File: config.mk
export PLATFORM = sky130hd
export DESIGN_NAME = bmc_stack
export DESIGN_NICKNAME = d
export VERILOG_FILES = /design/src/bmc_pkg.sv /design/src/bmc_cell.sv /design/src/bmc_stack.sv
export SDC_FILE = /design/constraint.sdc
export NUM_CORES = 1
export LEC_CHECK = 0
export BUFFER_PORTS_ARGS = -buffer_cell sky130_fd_sc_hd__buf_2
export CAP_MARGIN = 0
export CORE_MARGIN = 8
export CORE_UTILIZATION = 64
export DETAILED_ROUTE_END_ITERATION = 12
export MAX_ROUTING_LAYER = met4
export PLACE_DENSITY = 0.89
export SYNTH_ARGS = -nofsm -noshare
export SYNTH_HDL_FRONTEND = slang
export SYNTH_HIERARCHICAL = 1
export SYNTH_SLANG_ARGS = --single-unit
File: constraint.sdc
create_clock -name clock -period 1 [get_ports clock]
set_input_delay 0.1 -clock clock [delete_from_list [all_inputs] [get_ports clock]]
set_output_delay 0.1 -clock clock [all_outputs]
set_load 0.005 [all_outputs]
File: src/bmc_pkg.sv
// ----------------------------------------------------------------------------
// bmc_pkg
// Types, constants and lookup functions shared by the bracket checker.
// ----------------------------------------------------------------------------
package bmc_pkg;

   localparam int STACK_DEPTH = 63;
   localparam int POS_BITS    = 8;
   localparam int CNT_W       = $clog2(STACK_DEPTH + 1);
   localparam int BYTE_W      = 8;

   localparam logic [BYTE_W-1:0] ERR_MAX = 8'hFF;

   // result kinds
   localparam logic [2:0] KIND_UNMATCHED_CLOSE = 3'd0;
   localparam logic [2:0] KIND_MISMATCH        = 3'd1;
   localparam logic [2:0] KIND_UNMATCHED_OPEN  = 3'd2;
   localparam logic [2:0] KIND_OVERFLOW        = 3'd3;
   localparam logic [2:0] KIND_SUMMARY         = 3'd4;

   // request types
   localparam logic REQ_CHAR = 1'b0;
   localparam logic REQ_END  = 1'b1;

   // bracket codes held on the stack
   localparam logic [1:0] BR_ROUND  = 2'd0;
   localparam logic [1:0] BR_SQUARE = 2'd1;
   localparam logic [1:0] BR_CURLY  = 2'd2;

   localparam logic [BYTE_W-1:0] CH_OPEN_ROUND   = 8'h28;
   localparam logic [BYTE_W-1:0] CH_OPEN_SQUARE  = 8'h5B;
   localparam logic [BYTE_W-1:0] CH_OPEN_CURLY   = 8'h7B;
   localparam logic [BYTE_W-1:0] CH_CLOSE_ROUND  = 8'h29;
   localparam logic [BYTE_W-1:0] CH_CLOSE_SQUARE = 8'h5D;
   localparam logic [BYTE_W-1:0] CH_CLOSE_CURLY  = 8'h7D;

   typedef struct packed {
      logic [1:0]          code;
      logic [POS_BITS-1:0] pos;
   } entry_type;

   typedef struct packed {
      logic push;
      logic pop;
   } stack_op_type;

   typedef struct packed {
      logic       hit;
      logic [1:0] code;
   } bracket_type;

   function automatic bracket_type open_lookup(logic [BYTE_W-1:0] c);
      bracket_type r;
      r.hit  = 1'b1;
      r.code = BR_ROUND;
      unique case (c)
         CH_OPEN_ROUND:  r.code = BR_ROUND;
         CH_OPEN_SQUARE: r.code = BR_SQUARE;
         CH_OPEN_CURLY:  r.code = BR_CURLY;
         default:        r.hit  = 1'b0;
      endcase
      return r;
   endfunction

   function automatic bracket_type close_lookup(logic [BYTE_W-1:0] c);
      bracket_type r;
      r.hit  = 1'b1;
      r.code = BR_ROUND;
      unique case (c)
         CH_CLOSE_ROUND:  r.code = BR_ROUND;
         CH_CLOSE_SQUARE: r.code = BR_SQUARE;
         CH_CLOSE_CURLY:  r.code = BR_CURLY;
         default:         r.hit  = 1'b0;
      endcase
      return r;
   endfunction

   function automatic logic [BYTE_W-1:0] open_char_of(logic [1:0] code);
      logic [BYTE_W-1:0] c;
      unique case (code)
         BR_ROUND:  c = CH_OPEN_ROUND;
         BR_SQUARE: c = CH_OPEN_SQUARE;
         default:   c = CH_OPEN_CURLY;
      endcase
      return c;
   endfunction

   // low byte of a position, zero-extended when positions are narrower
   function automatic logic [BYTE_W-1:0] pos_byte(logic [POS_BITS-1:0] p);
      logic [POS_BITS+BYTE_W-1:0] wide;
      wide = {{BYTE_W{1'b0}}, p};
      return wide[BYTE_W-1:0];
   endfunction

endpackage

File: src/bmc_cell.sv
// ----------------------------------------------------------------------------
// bmc_cell
// One stack slot: takes the entry above on push, the entry below on pop.
// ----------------------------------------------------------------------------
module bmc_cell (
   input  logic                    clock,
   input  bmc_pkg::stack_op_type   op,
   input  bmc_pkg::entry_type      above,
   input  bmc_pkg::entry_type      below,
   output bmc_pkg::entry_type      data
);

   bmc_pkg::entry_type data_ff;
   bmc_pkg::entry_type data_in;

   always_comb begin
      priority if (op.push) begin
         data_in = above;
      end else if (op.pop) begin
         data_in = below;
      end else begin
         data_in = data_ff;
      end
   end

   always_ff @(posedge clock) begin
      data_ff <= data_in;
   end

   assign data = data_ff;

endmodule

File: src/bmc_stack.sv
// ----------------------------------------------------------------------------
// bmc_stack
// Shift stack built from a row of cells; cell 0 is the top of stack.
// ----------------------------------------------------------------------------
module bmc_stack (
   input  logic                    clock,
   input  bmc_pkg::stack_op_type   op,
   input  bmc_pkg::entry_type      push_entry,
   output bmc_pkg::entry_type      top
);

   bmc_pkg::entry_type cell_q [bmc_pkg::STACK_DEPTH];

   for (genvar i = 0; i < bmc_pkg::STACK_DEPTH; i++) begin : g_cell
      bmc_pkg::entry_type above;
      bmc_pkg::entry_type below;

      if (i == 0) begin : g_head
         assign above = push_entry;
      end else begin : g_body
         assign above = cell_q[i-1];
      end

      // the bottom cell refills with zeros on pop
      if (i == bmc_pkg::STACK_DEPTH - 1) begin : g_tail
         assign below = '0;
      end else begin : g_link
         assign below = cell_q[i+1];
      end

      bmc_cell u_cell (
         .clock (clock),
         .op    (op),
         .above (above),
         .below (below),
         .data  (cell_q[i])
      );
   end

   assign top = cell_q[0];

endmodule

-- After elaboration in Yosys (flattened, before gate mapping)
Index checks and enable logic that the tools add are counted.
- word-level logic and storage cells: 253
- output and inout bits: 10
- bits of input ports: 13
- register bits: 630
- mux-type cells: 126
- reductions and logical operators: 1
- operators with widths (operator ; number):
    two-way mux 10 bit ; 126
    nonzero test 2 bit ; 1

-- Logic depth before layout (Yosys ltp)
- word-level depth: 2
- gate-level depth with buffers: 2
- depth with buffers taken out: 1

-- By module
Netlist, hierarchy kept.
- modules (own cells, without submodules) (module ; area each (µm²) ; cells an instance ; times used ; sequential area each (µm²)):
    bmc_cell ; 464.2 ; 22 ; 63 ; 300.3
    bmc_stack ; 3.8 ; 1 ; 1 ; 0.0

-- Worst setup path after synthesis
No wires, ideal clock.
- kind: reg-to-reg
- from: reg g_cell[0].u_cell.data_ff, in the netlist g_cell[0].u_cell/data[0]
- to: reg g_cell[1].u_cell.data_ff, in the netlist g_cell[1].u_cell/data[0] (data pin)
- clock period less this slack: 0.897 ns
- required time: 0.740 ns
- stages on the path, launching flop included: 2
- setup slack: 0.103 ns
- arrival time: 0.637 ns
- library setup time: 0.260 ns
- path buffers: 0
- path through: edfxtp_1 -> mux2_4
- RTL lines (element ; line ; source):
    start, declared ; bmc_cell.sv:13 ; bmc_pkg::entry_type data_ff;
    start signal, assigned ; bmc_cell.sv:27 ; data_ff <= data_in;
    end signal, assigned ; bmc_cell.sv:27 ;
    end, declared ; bmc_cell.sv:13 ;

-- Worst setup path in the final report
- from: reg g_cell[0].u_cell.data_ff, in the netlist g_cell[0].u_cell/data[6]
- to: out top[6] (netlist bit)
- RTL lines (element ; line ; source):
    end, declared ; bmc_stack.sv:9 ; output bmc_pkg::entry_type top
No word-level cell between the ends.

==> summary.txt <==
Timing
  – Hold Vio Cnt, Final: 0
  – Relative slew slack: between 50% and 60%
  – Final setup viols: 41
  – FMAX: 0.749 GHz
  – Clock skew: between 0.02 and 0.025 ns
  – Setup tns final: -4.32 ns
  – Shortest period the worst path allows: 1.33 ns
  – Crit share post-route: 133%
  – Final setup margin: -0.334 ns
  – Worst Tran Pin Value: 0.672 ns
  – Fin. max-slew vios: 0
  – RSZ-0062 raised after global routing: true

Worst setup path
  – Arr. time, crit path: 1.23 ns
  – Setup CP Type: register to primary output
  – Startpoint types: register
  – Buf/Inv on CP: 1
  – Worst Path Required: around 0.9 ns
  – Crit path max-delay family: flip-flops
  – Worst-path fanout max: 2
  – Endpoint type of the worst setup path: primary output
  – CP max stage delay: 0.43 ns
  – Worst path slowest cell: edfxtp_1
  – Crit-path cells: buf_2

Synthesis
  – Synthesized area per cell: approximately 21 sq um
  – Yosys reg bits: 630
  – Yosys top cell area share: between 60% and 70%
  – Area leader, netlist: edfxtp_1
  – Sequential-to-total area share from yosys stat: 64.7%
  – Syn Inst Count: 1387
  – Yosys warns: 6
  – Synthesized area: 29200 sq um
  – Synth cell types: 6
  – Ranking of synthesized cells by area: edfxtp_1 65%, mux2_4 29%, buf_6 2.4%

Place
  – DP Wirelength: roughly 35000 um
  – Placed insts: 2110
  – Placed inst area: 31100 sq um
  – IO Port Bufs: 22
  – GP Congestion: approximately 0.76

Global routing
  – Total global routing overflow: 0
  – First-pass GRT wire length: 93900 um
  – Initial antenna violation count: 0
  – Global Route Usage Sum: 23.7%
  – Pin count of the biggest net entering global routing: 59
  – Number of global-route vias before repair: between 10000 and 15000

Power and ir drop
  – Power per cell area: around 2200 nW/um^2
  – Worst vdd ir: ~0.0022 V
  – Lkg Pwr: 13.6 nW
  – Sequential Power Share: 52.7%
  – Clock network fraction of total power: between 30% and 40%
  – Sw Share: 23.8%
  – Combinational power share: 14.8%
  – Net switching power: 17.6 mW
  – Pint: 56.5 mW

Clock network
  – Root Driver: clkbuf_16
  – Htree depth: 2
  – Max Root-Sink Buffers: 3
  – CTS tree: done
  – Clock slew at reported path FFs: 0.07 ns
  – Clk sink count: 630
  – Cts bufs inserted: 60
  – Worst-Skew Late Latency: 0.63 ns

Drt
  – 1st-iter DRT viols: approximately 1400
  – Vias per cell: just over 6
  – DRT Wirelength: 62700 um
  – DRC Markers: 0
  – Routed Antenna Nets: 0
  – Met1 Routed Length: 25800 um
  – Wire per inst: 28.0 um
  – Vias post-DR: 13678
  – Highest layer used for signal routing: met4
  – Met3 wire length: 3240 um
  – Drt first pass iters: 5
  – Met2 wire len: between 30000 and 40000 um

Floorplanning
  – Core area: 45300 sq um
  – Die Ht: ~230 um
  – Initial Util: about 65%
  – Die X: 230 um
  – Io pins: 23
  – FP Rows: between 70 and 80
  – Full die area: between 50000 and 60000 sq um

Outcome
  – Failing checks: negative setup slack
  – Status: finished with violations

Finish
  – Antenna diode count: 0
  – Layout cells sized above 1: 55.3%
  – # fillers: 2370
  – Final Non-Filler Cells: between 2000 and 2500
  – Nets: roughly 1600
  – Synth-to-Final Area Change: 13.9%
  – Design Area, Final: 33300 sq um
  – Max reg flops: 630

Run
  – Max Cap Viol: 0

Min path
  – Worst min path class: input port to register
timing repair:
action                                  CTS  global route
gates resized for setup                   0             8
setup buffers                             8             4
endpoints found under the hold margin    11             0
hold buffers                             11             0
endpoints found under the setup margin   23            46
logic make-up after synthesis:
| group | Yosys count | synth area share (%) |
|---|---|---|
| DFF | 630 | 64.7 |
| muxes | 630 | 31.5 |
| buffers and inverters | 63 | 2.43 |
| other | 1 | 0.0128 |
| and+or+nand+nor | 63 | 1.35 |
synth_stat cells (all sizes together):
cell type  number
edfxtp        630
conb            1
or2            63
mux2          630
buf            63
per-stage QoR:
step / hold WS (ns) / power, mW / utilization [%] / setup slack (ns)
6_report: 0.0980 / 74.1 / 73.6 / -0.334
4_1_cts: 0.0595 / 74.1 / 73.5 / -0.324
3_5_place_dp: 0.406 / 49.4 / 68.6 / -0.444
3_3_place_gp: 0.402 / 48.5 / 68.6 / -0.391
5_1_grt: 0.0862 / 76.1 / 73.6 / -0.367
2_1_floorplan: 0.317 / 45.9 / - / 0.103
layout make-up:
type	instances	area, sq um	share of cell area (%)
repair buffers	197	1940	5.82
clock inverters	44	514	1.54
flip-flops and latches	630	18900	56.8
multi-input cells	703	9660	29.0
well taps	600	751	2.25
clock buffers	67	1530	4.59
placed cells by master, fill, tap and decap left out:
| cell type | Yosys | final |
|---|---|---|
| edfxtp_1 | 630 | 630 |
| mux2_4 | 567 | 568 |
| buf_4 | 0 | 121 |
| or2_1 | 63 | 63 |
| mux2_2 | 63 | 62 |
| clkbuf_16 | 0 | 60 |
| buf_12 | 0 | 36 |
| buf_2 | 0 | 21 |
| clkinv_2 | 0 | 13 |
| clkinv_1 | 0 | 12 |
| dlygate4sd3_1 | 0 | 11 |
| bufinv_16 | 0 | 10 |
| conb_1 | 1 | 10 |
| clkbuf_1 | 0 | 7 |
| buf_6 | 63 | 7 |
| inv_6 | 0 | 3 |
| clkinvlp_4 | 0 | 3 |
| clkinv_8 | 0 | 1 |
| clkinv_16 | 0 | 1 |
| clkinv_4 | 0 | 1 |
| buf_8 | 0 | 1 |
final timing paths:
check | depth (start not counted) | start | slack [ns] | endpoint
hold reg to reg | 1 | g_cell[62].u_cell/data[0]$_DFFE_PP_ | 0.56 | g_cell[61].u_cell/data[0]$_DFFE_PP_
setup reg to reg | 3 | g_cell[0].u_cell/data[8]$_DFFE_PP_ | -0.18 | g_cell[1].u_cell/data[8]$_DFFE_PP_
setup / recovery | 1 | g_cell[0].u_cell/data[6]$_DFFE_PP_ | -0.33 | top[6]
hold / removal | 3 | op[1] | 0.1 | g_cell[57].u_cell/data[9]$_DFFE_PP_
power groups by stage:
stage               clock network (mW)  registers (mW)  logic, mW
floorplan                            0            37.4       8.48
global placement                     0            38.9       9.60
detailed placement                   0            39.2       10.2
CTS                               24.3            39.0       10.8
global route                      25.3            39.4       11.4
finish                            24.1            39.1       11.0
layer usage:
layer  global-route usage, %  vias to the layer above
li1                        -                     5853
met1                    30.4                     7209
met2                    39.3                      496
met3                    3.56                      120
met4                    6.61                        0
met5                       -                        -
Power figures use the tool's default switching activity.
